## config.mk

```make
export PLATFORM = sky130hd
export DESIGN_NAME = gpd_comp_filter
export DESIGN_NICKNAME = d
export VERILOG_FILES = /design/src/rtl/core/gpd_comp_filter.sv
export SDC_FILE = /design/constraint.sdc
export NUM_CORES = 1
export LEC_CHECK = 0
export BUFFER_PORTS_ARGS = -buffer_cell sky130_fd_sc_hd__buf_4
export CAP_MARGIN = 20
export CORE_AREA = 2 2 72 60
export DETAILED_ROUTE_END_ITERATION = 6
export DIE_AREA = 0 0 74 62
export PLACE_DENSITY = 0.68
export SYNTH_ARGS = -nofsm -noshare
export SYNTH_HDL_FRONTEND = slang
export SYNTH_SLANG_ARGS = --single-unit
```

## constraint.sdc

```tcl
create_clock -name vclk -period 26.1
set_input_delay 5.22 -clock vclk [all_inputs]
set_output_delay 5.22 -clock vclk [all_outputs]
set_load 0.005 [all_outputs]
```

## src/rtl/core/gpd_comp_filter.sv

```systemverilog
// ----------------------------------------------------------------------------
// Gradient predictor component filter
// Forms up + left - upper_left, clamps it to 0..max and adds the residual.
// ----------------------------------------------------------------------------
module gpd_comp_filter #(
  parameter int COMPONENT_BITS = 10
) (
  input  logic [COMPONENT_BITS-1:0] up_i,
  input  logic [COMPONENT_BITS-1:0] left_i,
  input  logic [COMPONENT_BITS-1:0] upper_left_i,
  input  logic                      col_zero_i,
  input  logic [COMPONENT_BITS-1:0] max_i,
  input  logic [COMPONENT_BITS-1:0] resid_i,
  output logic [COMPONENT_BITS-1:0] pix_o
);

  localparam int EstW = COMPONENT_BITS + 2;

  logic signed [EstW-1:0]   left_s;
  logic signed [EstW-1:0]   upper_left_s;
  logic signed [EstW-1:0]   est;
  logic [COMPONENT_BITS-1:0] est_clamped;

  // Left neighbors are missing in column zero.
  assign left_s       = col_zero_i ? '0 : signed'({2'b00, left_i});
  assign upper_left_s = col_zero_i ? '0 : signed'({2'b00, upper_left_i});
  assign est          = signed'({2'b00, up_i}) + left_s - upper_left_s;

  // Clamp the estimate into 0..max.
  always_comb begin
    if (est > signed'({2'b00, max_i})) begin
      est_clamped = max_i;
    end else if (est < 0) begin
      est_clamped = '0;
    end else begin
      est_clamped = est[COMPONENT_BITS-1:0];
    end
  end

  // Residual add, wrapped by the component mask.
  assign pix_o = (resid_i + est_clamped) & max_i;

endmodule

```

* Word level (Yosys, flattened, before mapping)
Cells that the tools add are included. Widths: inputs -> output; s select.
Cells by class: multiplexer cells 4, magnitude comparators 2, bitwise logic cells 1, add/subtract/negate cells 3
Operators with widths (number):
- $mux 10 | 4
- $gt 12x11->1 | 1
- $lt 12x1->1 const B | 1
- $sub 11x10->12 | 1
- $add 10x10->11 | 1
- $add 10x10->10 | 1
- $and 10x10->10 | 1
Word-level totals: bits in registers 0, logic and storage cells 10, output and inout bits 10, input bits 51

* Logic depth before layout (Yosys ltp)
depth after elaboration 8, gate-level depth with buffers 28, gate-level depth less buffers 26

* Least setup slack after synthesis
OpenSTA, ideal clock, no wires.
kind input port to output port, start point in col_zero_i, end point out pix_o[9], buffers on the path 2, cell stages on the path 27, arrival time 10.299 ns, setup slack 10.581 ns, data required time 20.880 ns, cells stage by stage clkbuf_1 -> nor2b_1 -> fa_1 -> inv_1 -> ha_1 -> a21o_1 -> a21oi_1 -> nand2_1 -> a21o_1 -> a211oi_1 -> a21oi_1 -> ha_1 -> nand3_1 -> o32a_1 -> o21ai_0 -> nand2_1 -> buf_4 -> mux2i_1 -> nor2_1 -> ha_1 -> a21o_1 -> a211oi_1 -> o21a_1 -> o41ai_1 -> xor2_1 -> or3_1 -> a21oi_1
On the way: cells in the longest elaborated chain, start to end 8, elaborated cells between the ends (all ways) 10, classes of those cells add/sub (3); order compare (2); mux (4); bitwise (1)
Ends and longest elaborated chain:
- start, declared | line 11 | input logic col_zero_i,
- $mux 10 | line 25 | assign left_s = col_zero_i ? '0 : signed'({2'b00, left_i});
- $add 10x10->11 | line 27 | assign est = signed'({2'b00, up_i}) + left_s - upper_left_s;
- $sub 11x10->12 (*) | line 27
- $lt 12x1->1 | line 33 | end else if (est < 0) begin
- $mux 10 | line 33
- $mux 10 (*) | line 31 | if (est > signed'({2'b00, max_i})) begin
- $add 10x10->10 (*) | line 41 | assign pix_o = (resid_i + est_clamped) & max_i;
- $and 10x10->10 (*) | line 41
- end, declared | line 14 | output logic [COMPONENT_BITS-1:0] pix_o
Every way passes the cells marked *; elsewhere a longest branch is shown, timed or not.

* Worst setup path in the final report
Ends and elaborated chain as after synthesis.

==> qor.yml <==
status: "finished, final reports clean"
worstPathMaxFanout: 20
slowest_stage: "fa_1"
whs_ns: 10.75
synthAdderAreaFrac_pct: 35.3
yosysSeqAreaShare_pct: 0
hp-class: "input port to primary output"
endpoint_kind: "primary output"
hold_viol_final: 0
hpwl_um: 3340
drt_iter0_drc: 33
dr.pass1.iters: 4
cp.required_ns: 20.88
cts_setup_buffers: 0
power.static_leakage_uw: 0.00120
antenna_found_initial: 0
holdPathEnd: "pix_o[1]"
yosysMostFrequentCell: "inv_1"
synth.mux.area_fraction_pct: 4.15
synth.top_cell.area_share_pct: 22.2
wl_per_cell_um: 10.6
die_w_um: 74
synth_nets: 324
crit_buf_inv: 2
vias: 1690
finish.net_count: 383
overflow: 0
fin_util_pct: 55.4
core_area_mm2: 0.00397
maxSlewHeadroom_pct: 53.7
grt_pass1_wl_um: 6280
holdPathStages: 3
seq_area_um2: 0
synth_compound_area_share_pct: 20.6
design_area_mm2: 0.00220
rsz0062_at_grt: "no"
cts_hold_buf: 0
core.rowCount: 21
worstMarginPinSlew_ns: 0.689
fill_cells: 395
dieArea_mm2: 0.00459
yosysWarnings: 0
cp_common_cell: "a211oi_1"
die_height_um: 62
fin_crit_ns: 16.43
grt_pass1_vias: 1545
drv_slew: 0
ctsResizeCount: 0
critical-path-top-delay-family: "compound AO/OA/AOI/OAI gates"
antenna_cells: 0
grt_use_total_pct: 16.7
ant_nets: 0
synth_xor_area_share_pct: 7.26
yosys.area_share.simple_pct: 22.2
slowest_delay_ns: 0.52
netlist_top_cells_count: "40 x inv_1, 30 x ha_1, 22 x nor2_1"
grt_max_degree: 21
syn_inst: 232
placed_area_mm2: 0.00220
arrival_ns: 11.21
nClkBuffers: 0
drc_errors: 0
numPortBuffers: 61
synthTopCellsByArea: "ha_1 22%, fa_1 13%, inv_1 8.9%"
p_per_area_mw_per_mm2: 53.8
synth_cell_types: 37
vias_per_cell: 4.88
synth_top_family_by_area: "adder cells"
cap_violations: 0
fin_setup_tns_ns: 0
syn2layout_area_growth_pct: 30.2
start_kind: "input port"
path_class: "input port to primary output"
start_util_pct: 42.5
hp-start: "max_i[1]"
syn-mean-instance-area_um2: 7.28
vdd_ir_drop_max_v: 0.0000258
routed_wl_um: 3660
layout-drive-gt1-share_pct: 21.8
numSequentialCells: 0
fin_crit_sh_pct: 63.0
gp_congestion: 0.793
finalSetupViolCount: 0
netlist_area_mm2: 0.00169
pin_count: 61
synth_top_area_cell: "ha_1"
fmax_ghz: 0.0609
==> how the worst max path moves through the flow <==
stage / startpoint / endpoint / slack [ns] / cells past startpoint
floorplan: col_zero_i / pix_o[9] / 10.58 / 27
finish: col_zero_i / pix_o[9] / 9.67 / 25
global route: col_zero_i / pix_o[8] / 8.97 / 26
global placement: col_zero_i / pix_o[8] / 9.81 / 26
detailed placement: col_zero_i / pix_o[9] / 9.70 / 25
CTS: col_zero_i / pix_o[9] / 9.65 / 25
==> per-layer routing <==
layer / track usage, % / vias up / share of wire (%) / wire length (um)
met4: 0 / 0 / 0 / 0
met3: 0 / 0 / 3.9 / 143
met1: 25.2 / 753 / 51 / 1850
met2: 29.0 / 35 / 45 / 1660
li1: - / 902 / - / -
met5: 0 / - / 0 / 0
==> area by class of cell <==
type	instances	area (um^2)	share of cell area (%)
inverter	40	150	6.83
multi-input combinational	187	1510	68.8
tap	57	71.3	3.24
timing repair buffer	62	465	21.2
==> power by group <==
part / internal [uW] / leakage [uW] / switching, uW
clock: 0 / 0 / 0
sequential: 0 / 0 / 0
combinational: 57.7 / 0.00120 / 60.4
total: 57.7 / 0.00120 / 60.4
==> per-stage QoR <==
step	instances	worst slack (ns)	power (uW)
after CTS	346	9.65	119
after global placement	345	9.81	117
after global routing	346	8.97	134
after floorplan	232	10.58	86.6
final	346	9.67	118
after detailed placement	346	9.70	118
==> cells in the final DEF (no fill, tap or decap), types with 4 or more instances in the layout <==
master	instances
buf_4	62
inv_1	40
ha_1	30
nor2_1	22
a21oi_1	18
nor2b_1	13
nand2b_1	11
fa_1	11
xnor2_1	8
mux2i_1	7
a211oi_1	6
o21ai_0	6
nand2_1	6
xor2_1	6
a21o_1	5
o21bai_1	4
==> logic make-up after synthesis <==
kind of cell,Yosys count
xor+xnor,14
buf+inv,45
simple gates,71
fa+ha+maj,41
mux,7
compound gates,54
Note: power is estimated with default switching activity, not from simulation.
