==> src/rtl/core/gpd_pkg.sv <==
// ----------------------------------------------------------------------------
// Gradient predictor pixel decoder package
// Shared register map, configuration type and fixed widths.
// ----------------------------------------------------------------------------
package gpd_pkg;

  // Configuration register indexes (byte address is four times the index).
  typedef enum logic [2:0] {
    REG_RED_MAX       = 3'd0,
    REG_GREEN_MAX     = 3'd1,
    REG_BLUE_MAX      = 3'd2,
    REG_RED_SHIFT     = 3'd3,
    REG_GREEN_SHIFT   = 3'd4,
    REG_BLUE_SHIFT    = 3'd5,
    REG_ROW_WIDTH     = 3'd6,
    REG_PACKED24_MODE = 3'd7
  } gpd_reg_e;

  // Fixed field widths.
  localparam int MaxW      = 10;
  localparam int ShiftW    = 5;
  localparam int RowWidthW = 12;
  localparam int PixelW    = 32;
  localparam int AddrW     = 5;
  localparam int DataW     = 32;
  // Width used for row length compares; holds any row width up to 8192.
  localparam int WidthCmpW = 14;

  // Byte mask applied to every component in packed 24-bit mode.
  localparam logic [7:0] PackedMax = 8'hFF;

  // Reset values of the configuration registers.
  localparam logic [MaxW-1:0]      RstMax        = 10'd255;
  localparam logic [ShiftW-1:0]    RstRedShift   = 5'd16;
  localparam logic [ShiftW-1:0]    RstGreenShift = 5'd8;
  localparam logic [ShiftW-1:0]    RstBlueShift  = 5'd0;
  localparam logic [RowWidthW-1:0] RstRowWidth   = 12'd1;

  // Configuration as seen by the datapath.
  typedef struct packed {
    logic [MaxW-1:0]      red_max;
    logic [MaxW-1:0]      green_max;
    logic [MaxW-1:0]      blue_max;
    logic [ShiftW-1:0]    red_shift;
    logic [ShiftW-1:0]    green_shift;
    logic [ShiftW-1:0]    blue_shift;
    logic [RowWidthW-1:0] row_width;
    logic                 packed24_mode;
  } gpd_cfg_t;

endpackage

==> src/rtl/core/gpd_cfg_regs.sv <==
// ----------------------------------------------------------------------------
// Gradient predictor configuration registers
// APB-style register file holding component masks, shifts, row width and mode.
// ----------------------------------------------------------------------------
module gpd_cfg_regs (
  input  logic                       clk_i,
  input  logic                       rst_ni,
  input  logic                       psel,
  input  logic                       penable,
  input  logic                       pwrite,
  input  logic [gpd_pkg::AddrW-1:0]  paddr,
  input  logic [gpd_pkg::DataW-1:0]  pwdata,
  output logic [gpd_pkg::DataW-1:0]  prdata,
  output logic                       pready,
  output gpd_pkg::gpd_cfg_t          cfg_o
);

  gpd_pkg::gpd_cfg_t cfg_q;
  gpd_pkg::gpd_reg_e reg_sel;
  logic              wr_en;

  assign pready  = 1'b1;
  assign reg_sel = gpd_pkg::gpd_reg_e'(paddr[4:2]);
  assign wr_en   = psel && penable && pwrite && pready;
  assign cfg_o   = cfg_q;

  // Register writes in the access phase of a write transaction.
  always_ff @(posedge clk_i or negedge rst_ni) begin
    if (!rst_ni) begin
      cfg_q.red_max       <= gpd_pkg::RstMax;
      cfg_q.green_max     <= gpd_pkg::RstMax;
      cfg_q.blue_max      <= gpd_pkg::RstMax;
      cfg_q.red_shift     <= gpd_pkg::RstRedShift;
      cfg_q.green_shift   <= gpd_pkg::RstGreenShift;
      cfg_q.blue_shift    <= gpd_pkg::RstBlueShift;
      cfg_q.row_width     <= gpd_pkg::RstRowWidth;
      cfg_q.packed24_mode <= 1'b0;
    end else if (wr_en) begin
      unique case (reg_sel)
        gpd_pkg::REG_RED_MAX:       cfg_q.red_max       <= pwdata[gpd_pkg::MaxW-1:0];
        gpd_pkg::REG_GREEN_MAX:     cfg_q.green_max     <= pwdata[gpd_pkg::MaxW-1:0];
        gpd_pkg::REG_BLUE_MAX:      cfg_q.blue_max      <= pwdata[gpd_pkg::MaxW-1:0];
        gpd_pkg::REG_RED_SHIFT:     cfg_q.red_shift     <= pwdata[gpd_pkg::ShiftW-1:0];
        gpd_pkg::REG_GREEN_SHIFT:   cfg_q.green_shift   <= pwdata[gpd_pkg::ShiftW-1:0];
        gpd_pkg::REG_BLUE_SHIFT:    cfg_q.blue_shift    <= pwdata[gpd_pkg::ShiftW-1:0];
        gpd_pkg::REG_ROW_WIDTH:     cfg_q.row_width     <= pwdata[gpd_pkg::RowWidthW-1:0];
        gpd_pkg::REG_PACKED24_MODE: cfg_q.packed24_mode <= pwdata[0];
        default: ;
      endcase
    end
  end

  // Read data mux.
  always_comb begin
    prdata = '0;
    unique case (reg_sel)
      gpd_pkg::REG_RED_MAX:       prdata = gpd_pkg::DataW'(cfg_q.red_max);
      gpd_pkg::REG_GREEN_MAX:     prdata = gpd_pkg::DataW'(cfg_q.green_max);
      gpd_pkg::REG_BLUE_MAX:      prdata = gpd_pkg::DataW'(cfg_q.blue_max);
      gpd_pkg::REG_RED_SHIFT:     prdata = gpd_pkg::DataW'(cfg_q.red_shift);
      gpd_pkg::REG_GREEN_SHIFT:   prdata = gpd_pkg::DataW'(cfg_q.green_shift);
      gpd_pkg::REG_BLUE_SHIFT:    prdata = gpd_pkg::DataW'(cfg_q.blue_shift);
      gpd_pkg::REG_ROW_WIDTH:     prdata = gpd_pkg::DataW'(cfg_q.row_width);
      gpd_pkg::REG_PACKED24_MODE: prdata = gpd_pkg::DataW'(cfg_q.packed24_mode);
      default:                    prdata = '0;
    endcase
  end

endmodule

==> config.mk <==
export PLATFORM = sky130hd
export DESIGN_NAME = gpd_cfg_regs
export DESIGN_NICKNAME = d
export VERILOG_FILES = /design/src/rtl/core/gpd_pkg.sv /design/src/rtl/core/gpd_cfg_regs.sv
export SDC_FILE = /design/constraint.sdc
export NUM_CORES = 1
export LEC_CHECK = 0
export BUFFER_PORTS_ARGS = -buffer_cell sky130_fd_sc_hd__buf_2
export CAP_MARGIN = 10
export CORE_MARGIN = 4
export CORE_UTILIZATION = 30
export DETAILED_ROUTE_END_ITERATION = 7
export PLACE_DENSITY = 0.54
export SLEW_MARGIN = 20
export SYNTH_ARGS = -nofsm -noshare
export SYNTH_HDL_FRONTEND = slang
export SYNTH_SLANG_ARGS = --single-unit
==> constraint.sdc <==
create_clock -name clk_i -period 1.6 [get_ports clk_i]
set_input_delay 0.24 -clock clk_i [delete_from_list [all_inputs] [get_ports clk_i]]
set_output_delay 0.24 -clock clk_i [all_outputs]
set_load 0.02 [all_outputs]
---- Yosys cells after proc, flatten, opt, wreduce, memory -nomap -nowiden ----
Cells that the tools add are included.
word-level totals
  register bits ........................... 58
  latch bits .............................. 0
  RAM bits ................................ 0
  bits in read-only memories .............. 0
  output and inout bits ................... 91
  memories kept ........................... 0
cells by class
  add/sub/neg operators ................... 0
  multipliers ............................. 0
  divide/modulo/power cells ............... 0
  magnitude comparators ................... 0
  equality and inequality tests ........... 7
  shifts and indexed selects .............. 0
  multiplexer cells ....................... 1
  bitwise logic cells ..................... 0
  reductions and logical operators ........ 11
operator list
  operator                                              count
  case mux 32 bit (8 select lines)                      1
  AND reduction 2 bit                                   8
  equality test 3 bit (second input constant)           4
  equality test 3 x 2 -> 1 bit (second input constant)  2
  equality test 3 x 1 -> 1 bit (second input constant)  1
  logical NOT 3 bit                                     1
  logical AND 1 bit                                     2

---- Depth between registers and ports, before layout ----
Gate-level depths: netlist of the first run.
  depth after elaboration ................. 3
  depth in mapped cells ................... 6

---- Worst setup path after synthesis of the first run ----
No wires, ideal clock.
  kind .................................... register -> output
  start point ............................. register cfg_q, in the netlist cfg_o[29]
  end point ............................... output port prdata[1] in the netlist's numbering
  data arrival time ....................... 1.312 ns
  slack ................................... 0.048 ns
  stages on the path, launching flop included .. 4
  path through ............................ dfstp_2 -> inv_1 -> a221o_1 -> a21oi_1
between the ends
  word-level cells in the longest chain between the ends .. 1
ends and longest elaborated chain
  element                           line                source
  from (decl)                       gpd_cfg_regs.sv:18  gpd_pkg::gpd_cfg_t cfg_q;
  case mux 32 bit (8 select lines)  gpd_cfg_regs.sv:56  unique case (reg_sel)
  to (decl)                         gpd_cfg_regs.sv:13  output logic [gpd_pkg::DataW-1:0] prdata,
Every way passes these cells. The select of a mux whose other input is x is not followed.

---- Worst setup path in the final report of the first run ----
  start point ............................. register cfg_q, in the netlist cfg_o[30]
  end point ............................... output port prdata[2] in the netlist's numbering
The elaborated chain is that of the path after synthesis.

==> results.py, run 1 <==
metrics = {
    "sta": {
        "hold_violations": 0,
        "max_freq_ghz": 0.5515,
        "worst_slack_ns": -0.2133,
        "skew_ns": 0,
        "drv_slew": 0,
        "finalSetupTns_ns": -0.8735,
        "rsz0062_at_grt": "true",
        "finalCriticalPeriod_ns": 1.813,
        "setup_violations": 8,
        "period_share": 1.133,
    },
    "clock_network": {
        "clk_path_buf_depth": 2,
        "cts-root-buf": "clkbuf_8",
        "clock_latency_ns": 0.34,
        "cts_tree": "built",
        "cts.sinks": 58,
        "htree_levels": 3,
        "clkTransAtPathRegs_ns": 0.07,
        "cts_buffers": 9,
    },
    "global_route": {
        "antenna_found_initial": 0,
        "grt_max_degree": 59,
        "track_usage": 0.1479,
        "grt_first_pass_wirelength_um": 12910,
        "grt_overflow_total": 0,
        "grt_pass1_vias": 2349,
    },
    "yosys": {
        "synthMuxAreaShare": 0.2198,
        "synth_compound_area_frac": 0.09045,
        "synth_edf_count": 0,
        "ys.flop_type": "dfrtp_1",
        "synth-seq-cells": 58,
        "synth_top_family_by_area": "multiplexers",
        "yosysWarnings": 0,
        "synth_xor_area_frac": 0,
        "ys_seq_area_frac": 0.5017,
        "async_flop_share": 1.000,
        "synthSimpleGateAreaFrac": 0.09763,
        "netlist_instances": 257,
        "synth_area_um2": 2960,
        "synth_cell_type_count": 29,
        "synthAdderAreaFrac": 0,
        "synth.avg_cell_area_um2": 11.52,
    },
    "floorplanning": {
        "core_um2": 9415,
        "start_util": 0.3144,
        "dieArea_um2": 11520,
        "fp.dieH_um": 107.3,
        "ios": 133,
        "rows": 35,
        "die_x_um": 107.3,
    },
    "setup_path": {
        "worstPathArrival_ns": 1.57,
        "crit_path_frequent_cell": "a221oi_1",
        "worstPathMaxFanout": 2,
        "critical-path-max-stage-delay_ns": 0.53,
        "critPathLaunchType": "flip-flop",
        "cp_cell_sequence": "mux2i_1 -> a221oi_1 -> a221oi_1 -> nor2_1 -> buf_4",
        "endpoint_kind": "primary output",
        "critPathRequiredTime_ns": 1.36,
        "cp_slowest_cell": "dfstp_2",
        "path_class": "flip-flop to primary output",
    },
    "pwr": {
        "combPwrFrac": 0.301,
        "p_switching_w": 0.001714,
        "sw_frac_of_total": 0.3297,
        "intPower_w": 0.003486,
        "ir_worst_vdd_uv": 733.5,
        "power_density_nw_per_um2": 1294,
        "pwr-share-seq": 0.399,
        "total_power_w": 0.005200,
        "p_clk_frac": 0.301,
        "p_leak_nw": 2.013,
    },
    "drt": {
        "vias": 2311,
        "routedWlPerCell_um": 16.03,
        "routed.top_layer": "met4",
        "first_pass_iters": 4,
        "drt-initial-drc-count": 87,
        "wirelength_um": 8269,
        "met1_length_um": 3693,
        "met2_length_um": 3794,
        "postRouteAntennaNets": 0,
        "drcViolationCount": 0,
        "viasPerCell": 4.479,
        "dr_wl_met3_um": 602,
    },
    "placement": {
        "place_ws_ns": -0.06685,
        "hpwl_um": 6131,
        "place_congestion": 0.7896,
        "place_area_um2": 3685,
        "dp_cells": 494,
        "port_buffers": 89,
    },
    "layout": {
        "layout_commonest_cell": "buf_2",
        "syn_to_final_growth_pct": 35.76,
        "largest_reg_flops": 58,
        "finalNetCount": 424,
        "mostFrequentLayoutCells": "81 x buf_2, 42 x buf_4, 40 x mux2_2, 31 x dfrtp_1, 27 x dfstp_2",
        "n_antenna_cell": 0,
        "stdcell_count": 516,
        "fin_area_um2": 4019,
        "drive_above_1_share": 0.5969,
    },
    "outcome": {
        "violations": "setup timing",
        "status": "complete, but fails checks",
    },
    "flow_run": {
        "max_cap_violations": 0,
    },
    "hold_path": {
        "hp-class": "input port to flip-flop",
    },
}
[worst max-delay path, delay by kind of cell, from the launching register on]
kind	cells	cell delay (ns)
mux	1	0.07
flops	1	0.53
compound gates	2	0.34
buf+inv	1	0.16
simple gates	1	0.13
[synth_stat cells (7+ instances only)]
master	count	area share
dfrtp_1	31	0.26
mux2_4	10	0.051
inv_1	9	0.011
a21oi_1	14	0.024
nor2b_1	7	0.015
buf_4	21	0.053
buf_2	7	0.012
dfstp_2	27	0.24
mux2_2	40	0.15
o21ai_0	9	0.015
nor2_1	22	0.028
nand2_1	19	0.024
[per-stage QoR]
step | hold slack (ns) | utilization
after floorplan | -0.05559 | -
after global placement | 0.2716 | 0.3914
after detailed placement | 0.2752 | 0.3914
after CTS | 0.1206 | 0.4254
after global routing | 0.1227 | 0.4268
final | 0.1311 | 0.4268
[what timing repair did]
item | 4_1_cts | 5_1_grt
endpoints found under the hold margin | 31 | 0
setup buffers | 5 | 0
hold buffers | 1 | 0
pin swaps | 16 | 4
resized for setup | 18 | 2
setup endpoints to repair | 8 | 11
[layer usage]
layer  up-vias  track usage
met1      1111       0.1916
met2        89       0.2315
met3        14      0.05159
met5         -            0
li1       1097            -
met4         0      0.04779
[cell type report]
| type | count | area [um^2] |
|---|---|---|
| Clock inverter | 4 | 75.07 |
| Sequential cell | 58 | 1485 |
| Clock buffer | 12 | 155.1 |
| Timing Repair Buffer | 128 | 793.3 |
| Multi-Input combinational cell | 176 | 1315 |
| Fill cell | 944 | 5396 |
| Tap cell | 129 | 161.4 |
| Inverter | 9 | 33.78 |
[kinds of logic after synthesis]
family,count (synthesis)
and+or+nand+nor,59
AOI/OAI and AO/OA,41
other,2
muxes,55
buffers and inverters,42
DFF,58
[path summary, 6_finish.rpt]
| kind | start | to | slack, ns | depth (start not counted) |
|---|---|---|---|---|
| min in group asynchronous | rst_ni | cfg_o[3] | 0.42 | 3 |
| max in group asynchronous | rst_ni | cfg_o[29] | 0.84 | 3 |
| setup / recovery | cfg_o[30] | prdata[2] | -0.21 | 5 |
| hold / removal | pwdata[11] | cfg_o[12] | 0.13 | 2 |
| setup reg to reg | cfg_o[40] | cfg_o[40] | 0.75 | 2 |
| hold reg to reg | cfg_o[29] | cfg_o[29] | 0.50 | 2 |
[power by group through the flow]
stage / Clock [W] / Combinational (W) / Sequential, W
final: 0.00156 / 0.00156 / 0.00207
after detailed placement: 0 / 0.00149 / 0.00210
after global routing: 0.00167 / 0.00168 / 0.00212
after CTS: 0.00160 / 0.00158 / 0.00208
after floorplan: 0 / 0.000590 / 0.00246
after global placement: 0 / 0.00148 / 0.00210
Note: power is estimated with default switching activity, not from simulation.
==> run 2, diff against run 1 <==
Clock period 1.6 ns to 2.34 ns, I/O delays scaled along.
==> run 2 against run 1 <==
  * Wire length fell by 1.5%
  * Combinational power shrank 37%
  * Critical path type is now input port to primary output
  * Cell count fell by 3.7%
  * Critical endpoint is now prdata[0]
  * Clock-buffer cell count unchanged
  * The run now ends clean
  * Largest power group unchanged
==> results.py, run 2 (synthesis results as in run 1) <==
metrics = {
    "outcome": {
        "status": "finished clean",
    },
    "global_route": {
        "grt_overflow_total": 0,
        "grt_first_pass_wirelength_um": 12480,
        "grt_pass1_vias": 2227,
        "track_usage": 0.1435,
        "antenna_found_initial": 0,
        "grt_max_degree": 59,
    },
    "setup_path": {
        "crit_path_frequent_cell": "buf_2",
        "endpoint_kind": "primary output",
        "cp_cell_sequence": "buf_2 -> or3_1 -> o32a_1 -> buf_2",
        "path_class": "input port to primary output",
        "critPathRequiredTime_ns": 1.99,
        "critical-path-max-stage-delay_ns": 0.66,
        "worstPathMaxFanout": 13,
        "critPathLaunchType": "input port",
        "worstPathArrival_ns": 1.66,
        "cp_slowest_cell": "or3_1",
    },
    "layout": {
        "mostFrequentLayoutCells": "89 x buf_2, 40 x mux2_2, 31 x dfrtp_1, 27 x dfstp_2, 22 x nor2_1",
        "seq_area_um2": 1485,
        "largest_reg_flops": 58,
        "syn_to_final_growth_pct": 27.68,
        "stdcell_count": 497,
        "multiInputGateArea_um2": 1286,
        "finalNetCount": 405,
        "drive_above_1_share": 0.5516,
        "n_antenna_cell": 0,
        "layout_commonest_cell": "buf_2",
        "nFillCells": 956,
        "final_core_util": 0.4015,
    },
    "sta": {
        "hold_violations": 0,
        "period_share": 0.8608,
        "rsz0062_at_grt": "false",
        "skew_ns": 0,
        "finalSetupTns_ns": 0,
        "slew_headroom": 0.6201,
        "drv_slew": 0,
        "worstMarginPinSlew_ns": 0.5699,
        "max_freq_ghz": 0.4965,
        "setup_violations": 0,
        "finalCriticalPeriod_ns": 2.014,
    },
    "floorplanning": {
        "start_util": 0.3144,
        "fp.dieH_um": 107.3,
        "die_x_um": 107.3,
        "dieArea_um2": 11520,
        "ios": 133,
        "rows": 35,
        "core_um2": 9415,
    },
    "clock_network": {
        "cts_hold_buf": 0,
        "clock_latency_ns": 0.33,
        "htree_levels": 3,
        "clkTransAtPathRegs_ns": 0.07,
        "cts_resized": 0,
        "cts-root-buf": "clkbuf_8",
        "cts_tree": "built",
        "clk_path_buf_depth": 2,
        "cts.sinks": 58,
        "post_cts_buffers": 0,
        "cts_buffers": 9,
    },
    "drt": {
        "first_pass_iters": 4,
        "drcViolationCount": 0,
        "wirelength_um": 8149,
        "vias": 2249,
        "drt-initial-drc-count": 59,
        "postRouteAntennaNets": 0,
        "routedWlPerCell_um": 16.40,
        "viasPerCell": 4.525,
    },
    "pwr": {
        "p_leak_nw": 1.898,
        "power_density_nw_per_um2": 888.3,
        "ir_worst_vdd_uv": 331.9,
    },
    "hold_path": {
        "hp-class": "input port to async pin",
    },
    "flow_run": {
        "max_cap_violations": 0,
    },
    "placement": {
        "place_congestion": 0.7300,
        "port_buffers": 89,
        "dp_cells": 481,
        "hpwl_um": 5996,
    },
}
## run 2: cell count changes in the layout (fill, tap and decap cells not counted), moves of 2 or more
| cell | previous run | this run |
|---|---|---|
| a21oi_1 | 10 | 14 |
| a21oi_2 | 4 | 0 |
| buf_2 | 81 | 89 |
| buf_4 | 42 | 19 |
| buf_6 | 2 | 0 |
| inv_1 | 5 | 9 |
| inv_2 | 4 | 0 |
## run 2: worst paths after layout
check	slack, ns	cells after the start	from	to
min in group clk_i	0.26	2	pwdata[11]	cfg_o[12]
max	0.33	4	paddr[4]	prdata[0]
min reg2reg	0.50	2	cfg_o[40]	cfg_o[40]
max in group asynchronous	2.01	2	rst_ni	cfg_o[44]
max reg2reg	1.51	2	cfg_o[45]	cfg_o[45]
min	0.007	2	rst_ni	cfg_o[15]
## run 2: stage by stage
stage	cell area (um^2)	total power [W]	hold slack, ns	worst slack (ns)
after CTS	3780	0.003404	0.01513	0.3061
after global routing	3780	0.003536	0.02301	0.2146
after detailed placement	3575	0.002435	0.3833	0.3096
after global placement	3575	0.002422	0.3842	0.3167
final	3780	0.003358	0.007087	0.3258
after floorplan	3032	0.002083	0.05541	0.5891
## run 2: metal layers
layer,track usage,part of all wire,vias up,routed length [um]
li1,-,-,1057,-
met1,0.1868,0.44,1091,3606
met2,0.2288,0.46,90,3779
met3,0.04199,0.078,11,635
met4,0.04779,0.016,0,127
met5,0,0,-,0
## run 2: power by group
part / switching (W) / leakage (nW) / internal, W
registers: 0.000143 / 0.676 / 0.00128
logic: 0.000594 / 1.12 / 0.000392
clock network: 0.000404 / 0.0986 / 0.000548
total: 0.00114 / 1.90 / 0.00222
## run 2: critical path: cells and delay by family
family,cells,cell delay (ns)
AOI/OAI and AO/OA,1,0.29
buffers and inverters,2,0.36
and+or+nand+nor,1,0.66
## run 2: layout make-up
| type | count | share of cell area |
|---|---|---|
| sequential | 58 | 0.3929 |
| multi-input combinational | 176 | 0.3403 |
| clock buffer | 12 | 0.04105 |
| inverter | 9 | 0.008937 |
| timing repair buffer | 109 | 0.1609 |
| tap | 129 | 0.04270 |
| clock inverter | 4 | 0.01324 |
==> run 3, diff against run 2 <==
Settings changed: ABC_AREA set to 1, CAP_MARGIN 10 to unset.
==> run 3 against run 2 <==
  * Synthesized cell count grew 35%
  * Fmax up 3.0%
  * Global-route usage increased by 0.86 points
  * Synthesized area down 0.17%
  * Cell count up 15%
  * Register-to-register slack is essentially flat
  * Critical path depth grew 3
  * Highest routed layer unchanged
==> results.py, run 3 <==
metrics = {
    "yosys": {
        "synth_area_um2": 2955,
        "synthSimpleGateAreaFrac": 0.2705,
        "synthAdderAreaFrac": 0,
        "synth_top_area_frac": 0.2625,
        "synth-seq-cells": 58,
        "ys.flop_type": "dfrtp_1",
        "synth.avg_cell_area_um2": 8.492,
        "synth_top_family_by_area": "simple AND/OR/NAND/NOR gates",
        "synth_xor_area_frac": 0,
        "synthMuxAreaShare": 0,
        "synth_cell_type_count": 26,
        "netlist_instances": 348,
        "ys_seq_area_frac": 0.5025,
        "synth_edf_count": 0,
        "yosysWarnings": 0,
        "async_flop_share": 1.000,
        "yosys-top-cells-area": "dfrtp_1 26%, dfstp_2 24%, nand2_1 9.9%, buf_4 6.6%, nand4_1 5.7%",
        "synth_compound_area_frac": 0.09949,
        "yosysMostFrequentCell": "nand2_1",
        "yosys-top-cells-count": "78 x nand2_1, 36 x nor2_1, 31 x dfrtp_1",
        "synth.largest_area_cell": "dfrtp_1",
    },
    "sta": {
        "setup_violations": 0,
        "worstMarginPinSlew_ns": 0.5830,
        "worst_slack_ns": 0.3836,
        "max_freq_ghz": 0.5112,
        "skew_ns": 0,
        "finalCriticalPeriod_ns": 1.956,
        "period_share": 0.8361,
        "slew_headroom": 0.6104,
        "rsz0062_at_grt": "false",
        "finalSetupTns_ns": 0,
        "drv_slew": 0,
        "hold_slack_ns": 0.2244,
        "hold_violations": 0,
    },
    "pwr": {
        "sw_frac_of_total": 0.3616,
        "intPower_w": 0.002158,
        "p_switching_w": 0.001222,
        "pwr-share-seq": 0.428,
        "p_leak_nw": 1.830,
        "combPwrFrac": 0.285,
        "p_clk_frac": 0.287,
        "power_density_nw_per_um2": 930.5,
        "ir_worst_vdd_uv": 419.7,
    },
    "drt": {
        "vias": 2565,
        "drt-initial-drc-count": 158,
        "first_pass_iters": 5,
        "wirelength_um": 8494,
        "routedWlPerCell_um": 14.90,
        "drcViolationCount": 0,
        "viasPerCell": 4.500,
        "postRouteAntennaNets": 0,
    },
    "layout": {
        "drive_above_1_share": 0.3492,
        "final_core_util": 0.3858,
        "stdcell_count": 570,
        "n_antenna_cell": 0,
        "mostFrequentLayoutCells": "89 x buf_2, 78 x nand2_1, 36 x nor2_1, 31 x dfrtp_1",
        "layout_commonest_cell": "buf_2",
        "syn_to_final_growth_pct": 22.90,
        "finalNetCount": 478,
        "largest_reg_flops": 58,
    },
    "outcome": {
        "status": "finished clean",
    },
    "floorplanning": {
        "start_util": 0.3139,
        "ios": 133,
        "die_x_um": 107.3,
        "core_um2": 9415,
        "dieArea_um2": 11500,
        "fp.dieH_um": 107.3,
        "rows": 35,
    },
    "setup_path": {
        "critPathLaunchType": "input port",
        "crit_family": "buffers and inverters",
        "cp_slowest_cell": "buf_2",
        "path_class": "input port to primary output",
        "cp_cell_sequence": "buf_2 -> inv_2 -> nand3_2 -> nor2_1 -> nor2_1 -> nand3_1 -> buf_2",
        "worstPathArrival_ns": 1.61,
        "worst-path-buf-inv": 3,
        "endpoint_kind": "primary output",
        "critical-path-max-stage-delay_ns": 0.34,
        "worstPathMaxFanout": 20,
        "critPathRequiredTime_ns": 1.99,
    },
    "global_route": {
        "grt_pass1_vias": 2480,
        "track_usage": 0.1521,
        "antenna_found_initial": 0,
        "grt_max_degree": 30,
        "grt_overflow_total": 0,
        "grt_first_pass_wirelength_um": 13460,
    },
    "placement": {
        "place_congestion": 0.8327,
        "hpwl_um": 6448,
        "place_ws_ns": 0.4062,
        "port_buffers": 89,
        "dp_cells": 553,
    },
    "clock_network": {
        "cts.sinks": 58,
        "clk_path_buf_depth": 2,
        "clkTransAtPathRegs_ns": 0.07,
        "cts-root-buf": "clkbuf_8",
        "htree_levels": 3,
        "cts_resized": 0,
        "clock_latency_ns": 0.33,
        "post_cts_buffers": 0,
        "cts_buffers": 9,
        "cts_tree": "built",
    },
    "hold_path": {
        "hp-class": "input port to flip-flop",
    },
    "flow_run": {
        "max_cap_violations": 0,
    },
}
==> run 3: power by group through the flow <==
stage	clock network (W)	logic [W]	registers, W
6_report	0.000970	0.000962	0.00145
5_1_grt	0.00103	0.00106	0.00148
4_1_cts	0.000998	0.000977	0.00145
3_5_place_dp	0	0.000974	0.00147
3_3_place_gp	0	0.000960	0.00146
2_1_floorplan	0	0.000375	0.00169
==> run 3: tightest hold or removal path: stages <==
cell and delay [ns]:
buf_2 0.07, nand2_1 0.04, o21ai_0 0.05
==> run 3: kinds of logic (layout without fill, tap and decap cells) <==
kind of cell | count (synthesis) | count (layout)
buffers and inverters | 65 | 139
and+or+nand+nor | 165 | 165
AOI/OAI and AO/OA | 58 | 58
DFF | 58 | 58
other | 2 | 21
==> run 3: worst paths after layout <==
kind | startpoint | to | slack, ns | depth (start not counted)
min in group asynchronous | rst_ni | cfg_o[46] | 0.36 | 2
max in group asynchronous | rst_ni | cfg_o[28] | 1.36 | 3
min | pwdata[10] | cfg_o[11] | 0.22 | 3
max | paddr[3] | prdata[4] | 0.38 | 7
min reg2reg | cfg_o[51] | cfg_o[51] | 0.48 | 2
max reg2reg | cfg_o[1] | cfg_o[1] | 1.52 | 2
==> run 3: metal layers <==
| layer | vias to the layer above | track usage | routed length (um) |
|---|---|---|---|
| li1 | 1280 | - | - |
| met4 | 0 | 0.06027 | 198 |
| met5 | - | 0 | 0 |
| met2 | 94 | 0.2346 | 3881 |
| met3 | 14 | 0.03959 | 680 |
| met1 | 1177 | 0.2034 | 3734 |
==> run 3: metrics by stage <==
stage               power [W]  instance area (um^2)
floorplan            0.002067                  3027
global placement     0.002425                  3415
detailed placement   0.002440                  3415
CTS                  0.003427                  3632
global route         0.003575                  3632
finish               0.003380                  3632
==> run 3: final cells by class <==
cell class,count,area (um^2)
fill,1007,5783
clock buffer,14,172.7
clock inverter,2,35.03
inverter,26,97.59
multi-input combinational,244,1172
sequential,58,1485
tap,129,161.4
timing repair buffer,97,508.0
==> run 3: what timing repair did <==
item | 4_1_cts | 5_1_grt
hold buffers | 1 | 0
endpoints found under the hold margin | 2 | 0
endpoints found under the setup margin | 0 | 0
